File: src/rtl/rs485_transaction_controller_defines.svh
// Assertion helpers for the transaction controller.
// Both sample on clk and stay quiet while arst_n is low.
`ifndef RS485_TRANSACTION_CONTROLLER_DEFINES_SVH
`define RS485_TRANSACTION_CONTROLLER_DEFINES_SVH

// Same-cycle implication
`define RTC_ASSERT_NOW(lbl, ante, cons, msg) \
	lbl: assert property (@(posedge clk) disable iff (!arst_n) (ante) |-> (cons)) \
		else $error(msg);

// Next-cycle implication
`define RTC_ASSERT_NEXT(lbl, ante, cons, msg) \
	lbl: assert property (@(posedge clk) disable iff (!arst_n) (ante) |=> (cons)) \
		else $error(msg);

`endif

File: src/rtl/rtc_pkg.sv
package rtc_pkg;

	// Buffer sizes of the attached transmit and receive buffers
	localparam int unsigned SEND_BUFFER_BYTES  = 256;
	localparam int unsigned REPLY_BUFFER_BYTES = 256;

	localparam int unsigned LEN_W   = 9;
	localparam int unsigned TIME_W  = 16;
	localparam int unsigned CNT_W   = 16;
	localparam int unsigned RETRY_W = 8;

	// Transmit time estimate: 10 bits per byte at 9600 baud, in ms.
	// len * 10 * 1000 / 9600 = len * 25 / 24 = ((len * 25) >> 3) / 3
	localparam int unsigned TX_EST_MUL  = 25;
	localparam int unsigned TX_EST_SHR  = 3;
	// Divide by 3 via reciprocal: (y * 683) >> 11, exact for y below 1600
	localparam int unsigned DIV3_RECIP  = 683;
	localparam int unsigned DIV3_SHR    = 11;
	localparam int unsigned TX_MARGIN_MS = 50;

	// Event codes
	localparam logic [2:0] OP_START     = 3'd0;
	localparam logic [2:0] OP_TX_DONE   = 3'd1;
	localparam logic [2:0] OP_RX_DONE   = 3'd2;
	localparam logic [2:0] OP_RX_IDLE   = 3'd3;
	localparam logic [2:0] OP_TICK      = 3'd4;
	localparam logic [2:0] OP_ABORT     = 3'd5;
	localparam logic [2:0] OP_CLR_ERR   = 3'd6;
	localparam logic [2:0] OP_FORCE_RST = 3'd7;

	// Link phases
	localparam logic [2:0] PH_IDLE    = 3'd0;
	localparam logic [2:0] PH_TX      = 3'd1;
	localparam logic [2:0] PH_WAIT    = 3'd2;
	localparam logic [2:0] PH_DONE    = 3'd3;
	localparam logic [2:0] PH_TIMEOUT = 3'd4;
	localparam logic [2:0] PH_ERROR   = 3'd5;

	// Status / fault codes
	localparam logic [2:0] ST_OK      = 3'd0;
	localparam logic [2:0] ST_BUSY    = 3'd1;
	localparam logic [2:0] ST_TIMEOUT = 3'd2;
	localparam logic [2:0] ST_INVALID = 3'd3;
	localparam logic [2:0] ST_HW      = 3'd4;

	// Fault notification codes
	localparam logic [1:0] FEV_NONE    = 2'd0;
	localparam logic [1:0] FEV_TIMEOUT = 2'd1;
	localparam logic [1:0] FEV_HW      = 2'd2;

	// Reset values of the time limits
	localparam logic [TIME_W-1:0] SEND_LIMIT_RST  = 16'd500;
	localparam logic [TIME_W-1:0] REPLY_LIMIT_RST = 16'd1000;

	typedef struct packed {
		logic [2:0]         op;
		logic [LEN_W-1:0]   send_length;
		logic [LEN_W-1:0]   reply_length;
		logic [TIME_W-1:0]  reply_wait_ms;
		logic [LEN_W-1:0]   received_count;
		logic               engine_refused;
	} cmd_t;

	typedef struct packed {
		logic [2:0]         status;
		logic [2:0]         link_phase;
		logic               drive_enable;
		logic [LEN_W-1:0]   reply_size;
		logic [2:0]         last_fault;
		logic [RETRY_W-1:0] retries_used;
		logic [CNT_W-1:0]   send_faults;
		logic [CNT_W-1:0]   reply_faults;
		logic [CNT_W-1:0]   timeouts_seen;
		logic [1:0]         fault_event;
		logic               reply_event;
		logic               send_event;
	} rsp_t;

endpackage

File: src/rtl/rs485_transaction_controller.sv
// Channel  | Direction | Handshake          | Payload
// cmd      | in        | cmd_valid/stall    | rtc_pkg::cmd_t, one event
// rsp      | out       | rsp_valid/stall    | rtc_pkg::rsp_t, one result per event
// cfg      | in        | cfg_valid/ready    | retry_limit, 8 bits
//
// One event per cycle while rsp is not stalled; each result reaches rsp through
// the input register, then the result register.
// All state updates in the single pass between the two registers.
// arst_n clears all state but the rsp payload register; retry_limit resets
// to 0, the time limits to 500/1000. A stalled rsp holds the result register;
// the input register then holds too and cmd_stall rises until the result is taken.
`include "rs485_transaction_controller_defines.svh"

module rs485_transaction_controller (
	input  logic                        clk,
	input  logic                        arst_n,
	input  logic                        cmd_valid,
	output logic                        cmd_stall,
	input  rtc_pkg::cmd_t               cmd_data,
	output logic                        rsp_valid,
	input  logic                        rsp_stall,
	output rtc_pkg::rsp_t               rsp_data,
	input  logic                        cfg_valid,
	output logic                        cfg_ready,
	input  logic [rtc_pkg::RETRY_W-1:0] cfg_data
);
	import rtc_pkg::*;

	// Input stage
	cmd_t cmd_s1;
	logic valid_s1;

	// Result register
	rsp_t rsp_q;
	logic rsp_valid_q;

	// Controller state
	logic [RETRY_W-1:0] retry_limit_q;
	logic [2:0]         phase_q;
	logic               enable_q;
	logic [TIME_W-1:0]  elapsed_q;
	logic [TIME_W-1:0]  send_limit_q;
	logic [TIME_W-1:0]  reply_limit_q;
	logic [LEN_W-1:0]   expected_q;
	logic [LEN_W-1:0]   send_size_q;
	logic [LEN_W-1:0]   got_size_q;
	logic [RETRY_W-1:0] retry_q;
	logic [2:0]         fault_q;
	logic [CNT_W-1:0]   send_cnt_q;
	logic [CNT_W-1:0]   reply_cnt_q;
	logic [CNT_W-1:0]   tmo_cnt_q;

	// Next values
	logic [2:0]         phase_d;
	logic               enable_d;
	logic [TIME_W-1:0]  elapsed_d;
	logic [TIME_W-1:0]  send_limit_d;
	logic [TIME_W-1:0]  reply_limit_d;
	logic [LEN_W-1:0]   expected_d;
	logic [LEN_W-1:0]   send_size_d;
	logic [LEN_W-1:0]   got_size_d;
	logic [RETRY_W-1:0] retry_d;
	logic [2:0]         fault_d;
	logic [CNT_W-1:0]   send_cnt_d;
	logic [CNT_W-1:0]   reply_cnt_d;
	logic [CNT_W-1:0]   tmo_cnt_d;
	logic [2:0]         status_d;
	logic [1:0]         fev_d;
	logic               rev_d;
	logic               sev_d;

	// Helper values
	logic               advance;
	logic               len_bad;
	logic [13:0]        est_x25;
	logic [10:0]        est_q8;
	logic [21:0]        est_prod;
	logic [10:0]        est_ms;
	logic [TIME_W-1:0]  send_limit_new;
	logic [TIME_W-1:0]  elapsed_inc;
	logic [LEN_W-1:0]   rx_clamped;
	logic               retry_left;

	// Handshakes
	assign advance   = !rsp_valid_q || !rsp_stall;
	assign cmd_stall = !advance;
	assign cfg_ready = 1'b1;
	assign rsp_valid = rsp_valid_q;
	assign rsp_data  = rsp_q;

	// Input register
	always_ff @(posedge clk or negedge arst_n) begin
		if (!arst_n) begin
			valid_s1 <= 1'b0;
		end else if (advance) begin
			valid_s1 <= cmd_valid;
		end
	end

	always_ff @(posedge clk or negedge arst_n) begin
		if (!arst_n) begin
			cmd_s1 <= '0;
		end else if (advance && cmd_valid) begin
			cmd_s1 <= cmd_data;
		end
	end

	// Length check and transmit time estimate
	assign len_bad = (cmd_s1.send_length == '0)
		|| ({5'd0, cmd_s1.send_length} > 14'(SEND_BUFFER_BYTES))
		|| ({5'd0, cmd_s1.reply_length} > 14'(REPLY_BUFFER_BYTES));
	assign est_x25  = 14'(cmd_s1.send_length) * 14'(TX_EST_MUL);
	assign est_q8   = 11'(est_x25 >> TX_EST_SHR);
	assign est_prod = 22'(est_q8) * 22'(DIV3_RECIP);
	assign est_ms   = 11'(est_prod >> DIV3_SHR);
	assign send_limit_new = TIME_W'({est_ms, 1'b0}) + TIME_W'(TX_MARGIN_MS);

	// Saturating elapsed time after a tick
	assign elapsed_inc = (elapsed_q == '1) ? elapsed_q : elapsed_q + 1'b1;

	// Idle-line byte count clamped to the buffer
	assign rx_clamped = ({5'd0, cmd_s1.received_count} > 14'(REPLY_BUFFER_BYTES))
		? LEN_W'(REPLY_BUFFER_BYTES) : cmd_s1.received_count;

	assign retry_left = retry_q < retry_limit_q;

	// Event processing
	always_comb begin
		phase_d       = phase_q;
		enable_d      = enable_q;
		elapsed_d     = elapsed_q;
		send_limit_d  = send_limit_q;
		reply_limit_d = reply_limit_q;
		expected_d    = expected_q;
		send_size_d   = send_size_q;
		got_size_d    = got_size_q;
		retry_d       = retry_q;
		fault_d       = fault_q;
		send_cnt_d    = send_cnt_q;
		reply_cnt_d   = reply_cnt_q;
		tmo_cnt_d     = tmo_cnt_q;
		status_d      = ST_OK;
		fev_d         = FEV_NONE;
		rev_d         = 1'b0;
		sev_d         = 1'b0;

		unique case (cmd_s1.op)
			OP_START: begin
				if (len_bad) begin
					fault_d  = ST_INVALID;
					status_d = ST_INVALID;
				end else if (phase_q != PH_IDLE) begin
					fault_d  = ST_BUSY;
					status_d = ST_BUSY;
				end else begin
					send_size_d   = cmd_s1.send_length;
					expected_d    = cmd_s1.reply_length;
					got_size_d    = '0;
					reply_limit_d = cmd_s1.reply_wait_ms;
					send_limit_d  = send_limit_new;
					elapsed_d     = '0;
					if (cmd_s1.engine_refused) begin
						enable_d   = 1'b0;
						phase_d    = PH_IDLE;
						fault_d    = ST_HW;
						send_cnt_d = send_cnt_q + 1'b1;
						status_d   = ST_HW;
					end else begin
						enable_d = 1'b1;
						phase_d  = PH_TX;
						fault_d  = ST_OK;
					end
				end
			end
			OP_TX_DONE: begin
				if (phase_q == PH_TX) begin
					enable_d = 1'b0;
					sev_d    = 1'b1;
					if (expected_q != '0) begin
						if (cmd_s1.engine_refused) begin
							phase_d     = PH_ERROR;
							fault_d     = ST_HW;
							reply_cnt_d = reply_cnt_q + 1'b1;
							fev_d       = FEV_HW;
						end else begin
							phase_d   = PH_WAIT;
							elapsed_d = '0;
							fault_d   = ST_OK;
						end
					end else begin
						phase_d = PH_IDLE;
						retry_d = '0;
					end
				end
			end
			OP_RX_DONE, OP_RX_IDLE: begin
				if (phase_q == PH_WAIT) begin
					got_size_d = (cmd_s1.op == OP_RX_DONE) ? expected_q : rx_clamped;
					phase_d    = PH_DONE;
					fault_d    = ST_OK;
					retry_d    = '0;
					rev_d      = 1'b1;
				end
			end
			OP_TICK: begin
				elapsed_d = elapsed_inc;
				// Timeout with retry: back to idle while retries remain, else to PH_ERROR or PH_TIMEOUT
				if (phase_q == PH_TX) begin
					if (elapsed_inc >= send_limit_q) begin
						enable_d   = 1'b0;
						send_cnt_d = send_cnt_q + 1'b1;
						fault_d    = ST_TIMEOUT;
						tmo_cnt_d  = tmo_cnt_q + 1'b1;
						fev_d      = FEV_TIMEOUT;
						if (retry_left) begin
							retry_d = retry_q + 1'b1;
							phase_d = PH_IDLE;
						end else begin
							phase_d = PH_ERROR;
						end
					end
				end else if (phase_q == PH_WAIT) begin
					if (elapsed_inc >= reply_limit_q) begin
						reply_cnt_d = reply_cnt_q + 1'b1;
						fault_d     = ST_TIMEOUT;
						tmo_cnt_d   = tmo_cnt_q + 1'b1;
						fev_d       = FEV_TIMEOUT;
						if (retry_left) begin
							retry_d = retry_q + 1'b1;
							phase_d = PH_IDLE;
						end else begin
							phase_d = PH_TIMEOUT;
						end
					end
				end else if (phase_q == PH_TIMEOUT) begin
					phase_d = PH_IDLE;
					retry_d = '0;
				end
			end
			OP_ABORT: begin
				enable_d    = 1'b0;
				phase_d     = PH_IDLE;
				got_size_d  = '0;
				send_size_d = '0;
			end
			OP_CLR_ERR: begin
				fault_d = ST_OK;
				retry_d = '0;
				if (phase_q == PH_ERROR || phase_q == PH_TIMEOUT) begin
					phase_d = PH_IDLE;
				end
			end
			OP_FORCE_RST: begin
				enable_d    = 1'b0;
				send_size_d = '0;
				got_size_d  = '0;
				phase_d     = PH_IDLE;
				retry_d     = '0;
				fault_d     = ST_OK;
			end
		endcase
	end

	// State update, one event per accepted step
	always_ff @(posedge clk or negedge arst_n) begin
		if (!arst_n) begin
			retry_limit_q <= '0;
			phase_q       <= PH_IDLE;
			enable_q      <= 1'b0;
			elapsed_q     <= '0;
			send_limit_q  <= SEND_LIMIT_RST;
			reply_limit_q <= REPLY_LIMIT_RST;
			expected_q    <= '0;
			send_size_q   <= '0;
			got_size_q    <= '0;
			retry_q       <= '0;
			fault_q       <= ST_OK;
			send_cnt_q    <= '0;
			reply_cnt_q   <= '0;
			tmo_cnt_q     <= '0;
		end else begin
			if (cfg_valid && cfg_ready) begin
				retry_limit_q <= cfg_data;
			end
			if (valid_s1 && advance) begin
				phase_q       <= phase_d;
				enable_q      <= enable_d;
				elapsed_q     <= elapsed_d;
				send_limit_q  <= send_limit_d;
				reply_limit_q <= reply_limit_d;
				expected_q    <= expected_d;
				send_size_q   <= send_size_d;
				got_size_q    <= got_size_d;
				retry_q       <= retry_d;
				fault_q       <= fault_d;
				send_cnt_q    <= send_cnt_d;
				reply_cnt_q   <= reply_cnt_d;
				tmo_cnt_q     <= tmo_cnt_d;
			end
		end
	end

	// Result register
	always_ff @(posedge clk or negedge arst_n) begin
		if (!arst_n) begin
			rsp_valid_q <= 1'b0;
		end else if (advance) begin
			rsp_valid_q <= valid_s1;
		end
	end

	always_ff @(posedge clk) begin
		if (advance && valid_s1) begin
			rsp_q.status        <= status_d;
			rsp_q.link_phase    <= phase_d;
			rsp_q.drive_enable  <= enable_d;
			rsp_q.reply_size    <= got_size_d;
			rsp_q.last_fault    <= fault_d;
			rsp_q.retries_used  <= retry_d;
			rsp_q.send_faults   <= send_cnt_d;
			rsp_q.reply_faults  <= reply_cnt_d;
			rsp_q.timeouts_seen <= tmo_cnt_d;
			rsp_q.fault_event   <= fev_d;
			rsp_q.reply_event   <= rev_d;
			rsp_q.send_event    <= sev_d;
		end
	end

	// Driver is only enabled while transmitting
	`RTC_ASSERT_NOW(a_enable_in_tx, enable_q, phase_q == PH_TX, "driver enabled outside transmit")
	// A held request is not dropped while the result side is stalled
	`RTC_ASSERT_NEXT(a_hold_s1, valid_s1 && !advance, valid_s1, "held request lost")
	// A completed reply always reports the reply-done phase
	`RTC_ASSERT_NOW(a_reply_phase, rsp_valid_q && rsp_q.reply_event,
		rsp_q.link_phase == PH_DONE, "reply event outside reply-done phase")

endmodule
File: config.mk
export PLATFORM = sky130hd
export DESIGN_NAME = rs485_transaction_controller
export DESIGN_NICKNAME = d
export VERILOG_FILES = /design/src/rtl/rtc_pkg.sv /design/src/rtl/rs485_transaction_controller.sv
export VERILOG_INCLUDE_DIRS = /design/src /design/src/rtl
export SDC_FILE = /design/constraint.sdc
export NUM_CORES = 1
export LEC_CHECK = 0
export BUFFER_PORTS_ARGS = -buffer_cell sky130_fd_sc_hd__buf_2
export CAP_MARGIN = 0
export CORE_MARGIN = 2
export CORE_UTILIZATION = 55
export CTS_CLUSTER_SIZE = 14
export DETAILED_ROUTE_END_ITERATION = 10
export PLACE_DENSITY = 0.75
export RECOVER_POWER = 100
export SYNTH_ARGS = -nofsm -noshare
export SYNTH_HDL_FRONTEND = slang
export SYNTH_SLANG_ARGS = --single-unit
File: constraint.sdc
create_clock -name clk -period 15.7 [get_ports clk]
set_clock_uncertainty 0.2 [all_clocks]
set_input_delay 1.57 -clock clk [delete_from_list [all_inputs] [get_ports clk]]
set_output_delay 1.57 -clock clk [all_outputs]
set_load 0.1 [all_outputs]
Word-level counts from Yosys, hierarchy flattened
Index checks and enable logic that the tools add are counted.
{"block": "word_totals", "register_bits": 265, "wordCells": 170}
{"block": "classes", "add_sub_neg": 6, "multipliers": 2, "magnitude_cmp": 6, "eq_ne": 17, "n_mux": 85, "n_bitwise": 2, "reduce_logical": 19}
{"operator": "$mux W16", "n": 22}
{"operator": "$mux W3", "n": 24}
{"operator": "$mux W8", "n": 9}
{"operator": "$add A16 B1 Y16 const B", "n": 4}
{"operator": "$pmux W16 S2", "n": 2}
{"operator": "$pmux W16 S3", "n": 1}
{"operator": "$mux W9", "n": 5}
{"operator": "$ge A16 B16 Y1", "n": 2}
{"operator": "$pmux W8 S4", "n": 1}
{"operator": "$gt A9 B9 Y1 const B", "n": 3}
{"operator": "$pmux W9 S3", "n": 1}
{"operator": "$mul A11 B10 Y21 const B", "n": 1}
{"operator": "$eq A3 B3 Y1 const B", "n": 6}
{"operator": "$pmux W3 S6", "n": 1}
{"operator": "$eq A16 B16 Y1 const B", "n": 1}
{"operator": "$pmux W3 S5", "n": 1}
{"operator": "$mul A9 B5 Y14 const B", "n": 1}
{"operator": "$add A11 B6 Y12 const B", "n": 1}
{"operator": "$mux W1", "n": 12}
{"operator": "$ne A2 B2 Y1 const B", "n": 5}
{"operator": "$eq A3 B2 Y1 const B", "n": 3}
{"operator": "$logic_not A9 Y1", "n": 1}
{"operator": "$reduce_bool A9 Y1", "n": 1}
{"operator": "$add A8 B1 Y8 const B", "n": 1}
{"operator": "other kinds (14)", "n": 28}

Longest topological paths before layout
Gate-level depths: netlist (run 1).
{"block": "depth", "depth_word": 7, "ltp_mapped": 35, "ltp_nobuf": 35}

Worst setup path after synthesis (run 1)
OpenSTA, ideal clock, no wires.
{"block": "synth_timing", "path_kind": "reg-to-reg", "start": "reg cmd_s1[38] in the netlist's numbering", "end": "reg send_limit_q[9]", "arrival_ns": 8.033, "setup_slack_ns": 7.363, "stages_incl_launch_ff": 34, "path_buffers": 0, "period_less_slack_ns": 8.337, "path_cell_list": "dfrtp_1 -> inv_1 -> ha_1 -> ha_1 -> fa_1 -> ha_1 -> a21oi_1 -> o21bai_1 -> a21oi_1 -> o21bai_1 -> a21oi_1 -> xnor2_1 -> inv_1 -> ha_1 -> ha_1 -> inv_1 -> fa_1 -> inv_1 -> fa_1 -> inv_1 -> fa_1 -> inv_1 -> ha_1 -> a21o_1 -> a221o_1 -> a221oi_2 -> xnor2_1 -> ha_1 -> nand4_1 -> a31oi_1 -> o211ai_1 -> or4_1 -> o211a_1 -> o311ai_1"}
{"block": "synth_via", "elab_chain_len": 5, "elab_cells_between_ends": 9, "classes_between": "add/sub: 1; mul: 2; order compare: 1; bitwise: 1; reduce/logical: 4"}
{"item": "from (decl)", "line_no": "rs485_transaction_controller.sv:30", "rtl": "cmd_t cmd_s1;"}
{"item": "from (signal assigned)", "line_no": "rs485_transaction_controller.sv:104", "rtl": "cmd_s1 <= cmd_data;"}
{"item": "parallel branches: the longest is 5 deep, another holds $mul A11 B10 Y21"}
{"item": "to (signal assigned)", "line_no": "rs485_transaction_controller.sv:289", "rtl": "send_limit_q <= send_limit_d;"}
{"item": "to (decl)", "line_no": "rs485_transaction_controller.sv:42", "rtl": "logic [TIME_W-1:0] send_limit_q;"}
Several ways; the timed one is not identified.
A chain may end at the register's enable or synchronous reset.

==> flow_metrics.py, run 1 <==
metrics = {
    "run_status": {
        "status": "complete, but fails checks",
        "violations": "max-capacitance violations, max-slew violations",
    },
    "logic_synthesis": {
        "async_reset_ff_frac": 0.696,
        "synth.avg_cell_area_sq_um": 10.4,
        "syn-cell-area_sq_um": 15800,
        "ys_ff_latch": 260,
        "yosysMostFrequentCell": "dfrtp_1",
        "synth_cell_types": 78,
        "synth_flop_cell": "dfrtp_1",
        "ys_seq_area_frac": 0.438,
        "synth_commonest_cells": "dfrtp_1, nand2_1, ha_1",
        "netlist.area_leader.share": 0.268,
        "netlist_instances": 1515,
        "syn_nets": 1741,
        "yosysWarnings": 0,
        "netlist.top_cell.by_area": "dfrtp_1",
        "synth_edf_count": 79,
        "synth_area_leaders": "dfrtp_1, edfxtp_1, ha_1, mux2_2, xnor2_1",
    },
    "timing": {
        "finalHoldViolations": 0,
        "setup_tns_ns": 0,
        "fin_crit_ns": 9.32,
        "drv_slew": 383,
        "rsz0062_at_grt": "false",
        "setup_viol": 0,
        "fin_crit_sh": 0.594,
        "slew_headroom": -1.63,
        "max_slew.worst_pin.slew_ns": 3.94,
        "fmax_mhz": 107,
    },
    "critical_path": {
        "cp.arrival_ns": 8.90,
        "rrSetupSlack_ns": 6.55,
        "worstSetupPathType": "in2async",
        "r2r_cells": 33,
        "cp-end-kind": "asynchronous set/reset pin",
        "critPathMaxFanout": 74,
        "worst_setup_path_start_kind": "input port",
        "cp.required_ns": 15.28,
    },
    "cells_and_area": {
        "final_net_count": 1862,
        "drive_above_1_share": 0.124,
        "area_growth_pct": 11.5,
        "n_antenna_cell": 0,
    },
    "clocking": {
        "worstSkewPairLatency_ns": 0.57,
        "postCtsSetupBuffers": 0,
        "cts_tree": "done",
        "clockBufferDepth": 3,
        "cts.sinks": 260,
        "h-tree-depth": 1,
        "holdBufCountCts": 0,
        "cts_root_buf": "clkbuf_16",
        "cts-resized-gates": 0,
        "cts_made_buffers": 29,
        "clk_pin_slew_ns": 0.06,
    },
    "worst_hold_path": {
        "hp-class": "reg2reg",
        "min_path_cells": 2,
    },
    "detailed_routing": {
        "dr_total_vias": 11626,
        "totalWireLength_um": 34800,
        "wl_per_cell_um": 17.0,
        "drcViolationCount": 0,
        "firstDrtPassIters": 8,
        "drt_iter0_drc": 795,
        "drtAntennaViolNets": 0,
        "viasPerCell": 5.69,
    },
    "flow_run": {
        "drv_cap": 8,
    },
    "floorplan": {
        "die_area_sq_um": 30100,
        "start_util": 0.555,
        "die_y_um": 174,
        "core_area_sq_um": 28500,
        "fp.dieW_um": 174,
        "rows": 62,
        "io_pins": 142,
    },
    "global_routing": {
        "grt_max_degree": 78,
        "track_usage": 0.231,
        "grt_antenna_before_repair": 0,
        "grt_pass1_wl_um": 57200,
        "grt_remaining_overflow": 0,
        "grt_pass1_vias": 11507,
    },
    "placed_design": {
        "port_buffers": 140,
        "hpwl_um": 25400,
        "globalplace.congestion": 0.878,
    },
}
## per-stage QoR
stage | cell area (sq um) | utilization | hold slack [ns] | setup slack [ns] | instances
2_1_floorplan | 15800 | - | 0.250 | 7.36 | 1515
3_3_place_gp | 16800 | 0.591 | 0.264 | 6.93 | 1989
5_1_grt | 17600 | 0.619 | 0.312 | 4.53 | 2043
3_5_place_dp | 16800 | 0.591 | 0.273 | 6.64 | 1989
4_1_cts | 17800 | 0.625 | 0.281 | 6.66 | 2043
6_report | 17600 | 0.619 | 0.278 | 6.38 | 2043
## cells by family (layout without fill, tap and decap cells)
| kind of cell | Yosys count | in the layout | synth area share |
|---|---|---|---|
| compound gates | 276 | 276 | 0.117 |
| other cells | 1 | 1 | 0.000237 |
| simple gates | 411 | 411 | 0.124 |
| buf+inv | 194 | 338 | 0.0474 |
| xor+xnor | 130 | 130 | 0.0729 |
| fa+ha+maj | 166 | 166 | 0.145 |
| mux | 77 | 77 | 0.0552 |
| flops | 260 | 260 | 0.438 |
## state kept, by name (all words and copies together) (netlist names), 11 cells and up
signal	flops
reply_limit_q	16
tmo_cnt_q	16
rsp_data	79
cmd_s1	47
reply_cnt_q	16
send_limit_q	11
elapsed_q	16
send_cnt_q	16
## area by class of cell
type | count | area [sq um]
Clock inverter | 19 | 183
Fill cell | 2395 | 10800
Tap cell | 384 | 480
Timing Repair Buffer | 149 | 638
Sequential cell | 260 | 6920
Multi-Input combinational cell | 1061 | 8100
Inverter | 135 | 508
Clock buffer | 35 | 800
## worst paths after layout
path	start	to
setup / recovery	arst_n	cmd_s1[40]
hold / removal	send_limit_q[5]	send_limit_q[5]
setup reg to reg	cmd_s1[38]	send_limit_q[9]
hold reg to reg	send_limit_q[5]	send_limit_q[5]
max in group clk	cmd_s1[38]	send_limit_q[9]
min in group asynchronous	arst_n	reply_cnt_q[8]
## critical path, stage by stage
cell	delay (ns)
clkbuf_1	2.03
clkbuf_1	2.36
clkbuf_1	2.84
## routing by layer
layer | part of all wire | GRT usage
met5 | 0 | 0
met4 | 0.026 | 0.0696
met3 | 0.049 | 0.0285
met2 | 0.49 | 0.402
met1 | 0.44 | 0.303
## cells in the final DEF, fill, tap and decap left out, drive strengths merged, types with 40 or more instances in the layout
master and n:
mux2 71, o21ai 84, clkbuf 125, xor2 57
ha 137, edfxtp 79, inv 138, buf 59
nor2 80, nand3 40, a21oi 53, xnor2 72
dfrtp 169, nand2 158
Power of run 1 is left out: the tool's default activity adds up to more than one toggle a clock period on the data nets, which glitch-free logic cannot reach.
==> inputs of run 2 (changes only) <==
==> constraint.sdc (replaced) <==
create_clock -name clk -period 8.7 [get_ports clk]
set_clock_uncertainty 0.2 [all_clocks]
set_input_delay 0.87 -clock clk [delete_from_list [all_inputs] [get_ports clk]]
set_output_delay 0.87 -clock clk [all_outputs]
set_load 0.1 [all_outputs]
==> flow_metrics.py, run 2 (synthesized netlist as in run 1, its figures left out) <==
metrics = {
    "critical_path": {
        "critPathBufInv": 6,
        "cp.arrival_ns": 8.56,
        "cp_common_cell": "inv_1",
        "worstSetupPathType": "reg2reg",
        "critPathMaxStageDelay_ns": 0.57,
        "critPathMaxFanout": 3,
        "cp-end-kind": "flop",
        "path_delay_family": "adder cells",
        "cp.required_ns": 8.94,
        "crit_slowest_cell": "fa_1",
        "worst_setup_path_start_kind": "flop",
    },
    "timing": {
        "max_slew.worst_pin.slew_ns": 3.68,
        "drv_slew": 371,
        "fin_crit_ns": 8.31,
        "fmax_mhz": 120,
        "setup_viol": 0,
        "finalHoldViolations": 0,
        "slew_headroom": -1.45,
        "fin_crit_sh": 0.956,
    },
    "clocking": {
        "h-tree-depth": 1,
        "holdBufCountCts": 0,
        "cts.sinks": 260,
        "clk_pin_slew_ns": 0.06,
        "cts_root_buf": "clkbuf_16",
        "cts_made_buffers": 29,
        "worstSkewPairLatency_ns": 0.55,
        "clockBufferDepth": 3,
        "cts_tree": "done",
    },
    "placed_design": {
        "place_area_sq_um": 16900,
        "hpwl_um": 25100,
        "dp_cells": 1994,
        "port_buffers": 140,
        "globalplace.congestion": 0.877,
    },
    "floorplan": {
        "start_util": 0.555,
        "io_pins": 142,
        "die_area_sq_um": 30100,
        "rows": 62,
        "die_y_um": 174,
        "core_area_sq_um": 28500,
        "fp.dieW_um": 174,
    },
    "detailed_routing": {
        "drcViolationCount": 0,
        "wl_per_cell_um": 16.8,
        "drtAntennaViolNets": 0,
        "firstDrtPassIters": 5,
        "drt_iter0_drc": 810,
        "viasPerCell": 5.60,
        "dr_total_vias": 11508,
        "totalWireLength_um": 34600,
    },
    "global_routing": {
        "track_usage": 0.228,
        "grt_antenna_before_repair": 1,
        "grt_max_degree": 73,
        "grt_pass1_wl_um": 56400,
        "grt_remaining_overflow": 0,
        "grt_pass1_vias": 11235,
    },
    "cells_and_area": {
        "largest_register_ff_count": 79,
        "final_net_count": 1872,
        "final_cell_mix": "dfrtp_1, nand2_1, inv_1",
        "final_util": 0.629,
        "mostFrequentLayoutCell": "dfrtp_1",
        "area_growth_pct": 13.3,
        "fill_cells": 2304,
        "final_area_sq_um": 17900,
        "stdcell_count": 2054,
        "drive_above_1_share": 0.137,
    },
    "worst_hold_path": {
        "hp-class": "reg2reg",
    },
    "run_status": {
        "violations": "max-capacitance violations, max-slew violations",
        "status": "complete, but fails checks",
    },
    "flow_run": {
        "drv_cap": 7,
    },
}
-- run 2: final timing paths --
| kind | cells after the start | end | slack (ns) | start |
|---|---|---|---|---|
| max | 33 | send_limit_q[9] | 0.39 | cmd_s1[37] |
| min | 2 | send_limit_q[4] | 0.28 | send_limit_q[4] |
| max reg2reg | 33 | send_limit_q[9] | 0.39 | cmd_s1[37] |
| min reg2reg | 2 | send_limit_q[4] | 0.28 | send_limit_q[4] |
| max in group asynchronous | 2 | cmd_s1[10] | 2.39 | arst_n |
| min in group asynchronous | 1 | reply_cnt_q[6] | 1.19 | arst_n |
-- run 2: cell type report --
cell class / count / area, sq um / area share
diodes: 1 / 2.50 / 0.000140
clock buffers: 32 / 757 / 0.0423
clock inverters: 22 / 332 / 0.0185
inverters: 135 / 508 / 0.0284
multi-input cells: 1061 / 8190 / 0.457
flip-flops and latches: 260 / 6920 / 0.386
well taps: 384 / 480 / 0.0268
repair buffers: 159 / 713 / 0.0399
-- run 2: per-stage QoR --
step / setup TNS, ns / setup WS [ns] / hold slack (ns)
2_1_floorplan: 0 / 0.363 / 0.250
3_3_place_gp: 0 / 0.239 / 0.266
3_5_place_dp: 0 / 0.0527 / 0.269
4_1_cts: 0 / 0.0402 / 0.0950
5_1_grt: -0.105 / -0.0636 / 0.308
6_report: 0 / 0.387 / 0.278
-- run 2: per-layer routing --
metal,share of wire,track usage
met4,0.020,0.0611
met3,0.047,0.0311
met5,0,0
met2,0.49,0.399
met1,0.44,0.300
-- run 2: timing repair --
action,in CTS,in global routing
setup buffers,0,5
setup endpoints to repair,1,5
resized for setup,1,13
pin swaps,0,6
-- run 2: tightest hold or removal path, delay by kind of cell, from the launching register on --
| family | cells | cell delay, ns |
|---|---|---|
| AND/OR/NAND/NOR | 1 | 0.04 |
| AO/OA/AOI/OAI | 1 | 0.06 |
| flip-flops | 1 | 0.37 |
Power of run 2 is left out for the same reason.
==> inputs of run 3 (changes only) <==
--- a/config.mk
+++ b/config.mk
@@ -13,7 +13,7 @@
 export CTS_CLUSTER_SIZE = 14
 export DETAILED_ROUTE_END_ITERATION = 10
 export PLACE_DENSITY = 0.75
-export RECOVER_POWER = 100
+export RECOVER_POWER = 50
 export SYNTH_ARGS = -nofsm -noshare
 export SYNTH_HDL_FRONTEND = slang
 export SYNTH_SLANG_ARGS = --single-unit
==> flow_metrics.py, run 3 (synthesized netlist as in run 1, its figures left out) <==
metrics = {
    "run_status": {
        "status": "complete, but fails checks",
        "violations": "max-capacitance violations, max-slew violations",
    },
    "critical_path": {
        "worst_setup_path_start_kind": "flop",
        "critPathMaxFanout": 3,
        "worstSetupPathType": "reg2reg",
        "critPathMaxStageDelay_ns": 0.57,
        "cp.required_ns": 8.94,
        "crit_slowest_cell": "fa_1",
        "cp-end-kind": "flop",
        "cp.arrival_ns": 8.55,
        "cp_common_cell": "inv_1",
    },
    "cells_and_area": {
        "mostFrequentLayoutCell": "dfrtp_1",
        "drive_above_1_share": 0.169,
        "area_growth_pct": 13.9,
        "final_cell_mix": "dfrtp_1, nand2_1, inv_1",
        "largest_register_ff_count": 79,
        "final_net_count": 1872,
    },
    "floorplan": {
        "die_area_sq_um": 30100,
        "fp.dieW_um": 174,
        "rows": 62,
        "core_area_sq_um": 28500,
        "die_y_um": 174,
        "start_util": 0.555,
        "io_pins": 142,
    },
    "clocking": {
        "cts.sinks": 260,
        "h-tree-depth": 1,
        "holdBufCountCts": 0,
        "clk_pin_slew_ns": 0.06,
        "cts_tree": "done",
        "clockBufferDepth": 3,
        "cts_root_buf": "clkbuf_16",
        "worstSkewPairLatency_ns": 0.55,
        "cts_made_buffers": 29,
    },
    "placed_design": {
        "dp_slack_ns": 0.0527,
        "globalplace.congestion": 0.877,
        "hpwl_um": 25100,
        "port_buffers": 140,
    },
    "timing": {
        "finalHoldViolations": 0,
        "fin_ws_ns": 0.391,
        "setup_viol": 0,
        "fin_crit_sh": 0.955,
        "holdWs_ns": 0.278,
        "max_slew.worst_pin.slew_ns": 3.67,
        "slew_headroom": -1.45,
        "fmax_mhz": 120,
        "drv_slew": 294,
        "fin_crit_ns": 8.31,
    },
    "global_routing": {
        "grt_pass1_vias": 11235,
        "grt_remaining_overflow": 0,
        "grt_antenna_before_repair": 1,
        "grt_max_degree": 73,
        "grt_pass1_wl_um": 56400,
        "track_usage": 0.228,
    },
    "detailed_routing": {
        "drcViolationCount": 0,
        "dr_total_vias": 11501,
        "totalWireLength_um": 34500,
        "wl_per_cell_um": 16.8,
        "drt_iter0_drc": 793,
        "drtAntennaViolNets": 0,
        "firstDrtPassIters": 5,
        "viasPerCell": 5.60,
    },
    "worst_hold_path": {
        "hp-class": "reg2reg",
    },
    "flow_run": {
        "drv_cap": 5,
    },
}
==> run 3: cell count changes in the layout (fill, tap and decap cells not counted), sizes merged <==
cell	change
buf	+47
clkbuf	-47
==> run 3: timing repair <==
action                     CTS  global route
setup buffers                0             5
gates resized for setup      1            13
setup endpoints to repair    1             5
pin swaps                    0             6
==> run 3: metal layers <==
metal / global-route usage / wire, um / vias up / part of all wire
met3: 0.0311 / 1660 / 49 / 0.048
met2: 0.399 / 17000 / 292 / 0.49
met4: 0.0611 / 703 / 0 / 0.020
met5: 0 / 0 / - / 0
li1: - / - / 5582 / -
met1: 0.300 / 15100 / 5578 / 0.44
==> run 3: stage by stage <==
stage / util / std cells / setup TNS, ns / cell area [sq um]
after floorplan: - / 1515 / 0 / 15800
after global placement: 0.592 / 1994 / 0 / 16900
after detailed placement: 0.592 / 1994 / 0 / 16900
after CTS: 0.631 / 2048 / 0 / 18000
after global routing: 0.632 / 2054 / -0.105 / 18000
final: 0.632 / 2054 / 0 / 18000
==> run 3: worst paths after layout <==
| check | start | end | slack, ns | cells after the start |
|---|---|---|---|---|
| worst max-delay path | cmd_s1[37] | send_limit_q[9] | 0.39 | 33 |
| worst min-delay path | send_limit_q[4] | send_limit_q[4] | 0.28 | 2 |
| worst max register to register | cmd_s1[37] | send_limit_q[9] | 0.39 | 33 |
| worst min register to register | send_limit_q[4] | send_limit_q[4] | 0.28 | 2 |
| max in group asynchronous | arst_n | cmd_s1[10] | 2.38 | 2 |
| min in group asynchronous | arst_n | reply_cnt_q[6] | 1.20 | 1 |
==> run 3: final cells by class <==
cell class / instances / area (sq um)
timing repair buffer: 159 / 778
clock buffer: 32 / 757
multi-input combinational: 1061 / 8230
clock inverter: 22 / 332
inverter: 135 / 508
sequential: 260 / 6920
antenna: 1 / 2.50
tap: 384 / 480
fill: 2270 / 10500
==> run 3: worst max-delay path: cells and delay by family, from the launching register on <==
kind / cells / cell delay (ns)
AO/OA/AOI/OAI: 12 / 2.28
XOR/XNOR: 2 / 0.32
adder cells (fa/ha/maj): 11 / 4.05
buffers and inverters: 6 / 0.40
flip-flops: 1 / 0.39
AND/OR/NAND/NOR: 2 / 0.55
Power of run 3 is left out for the same reason.
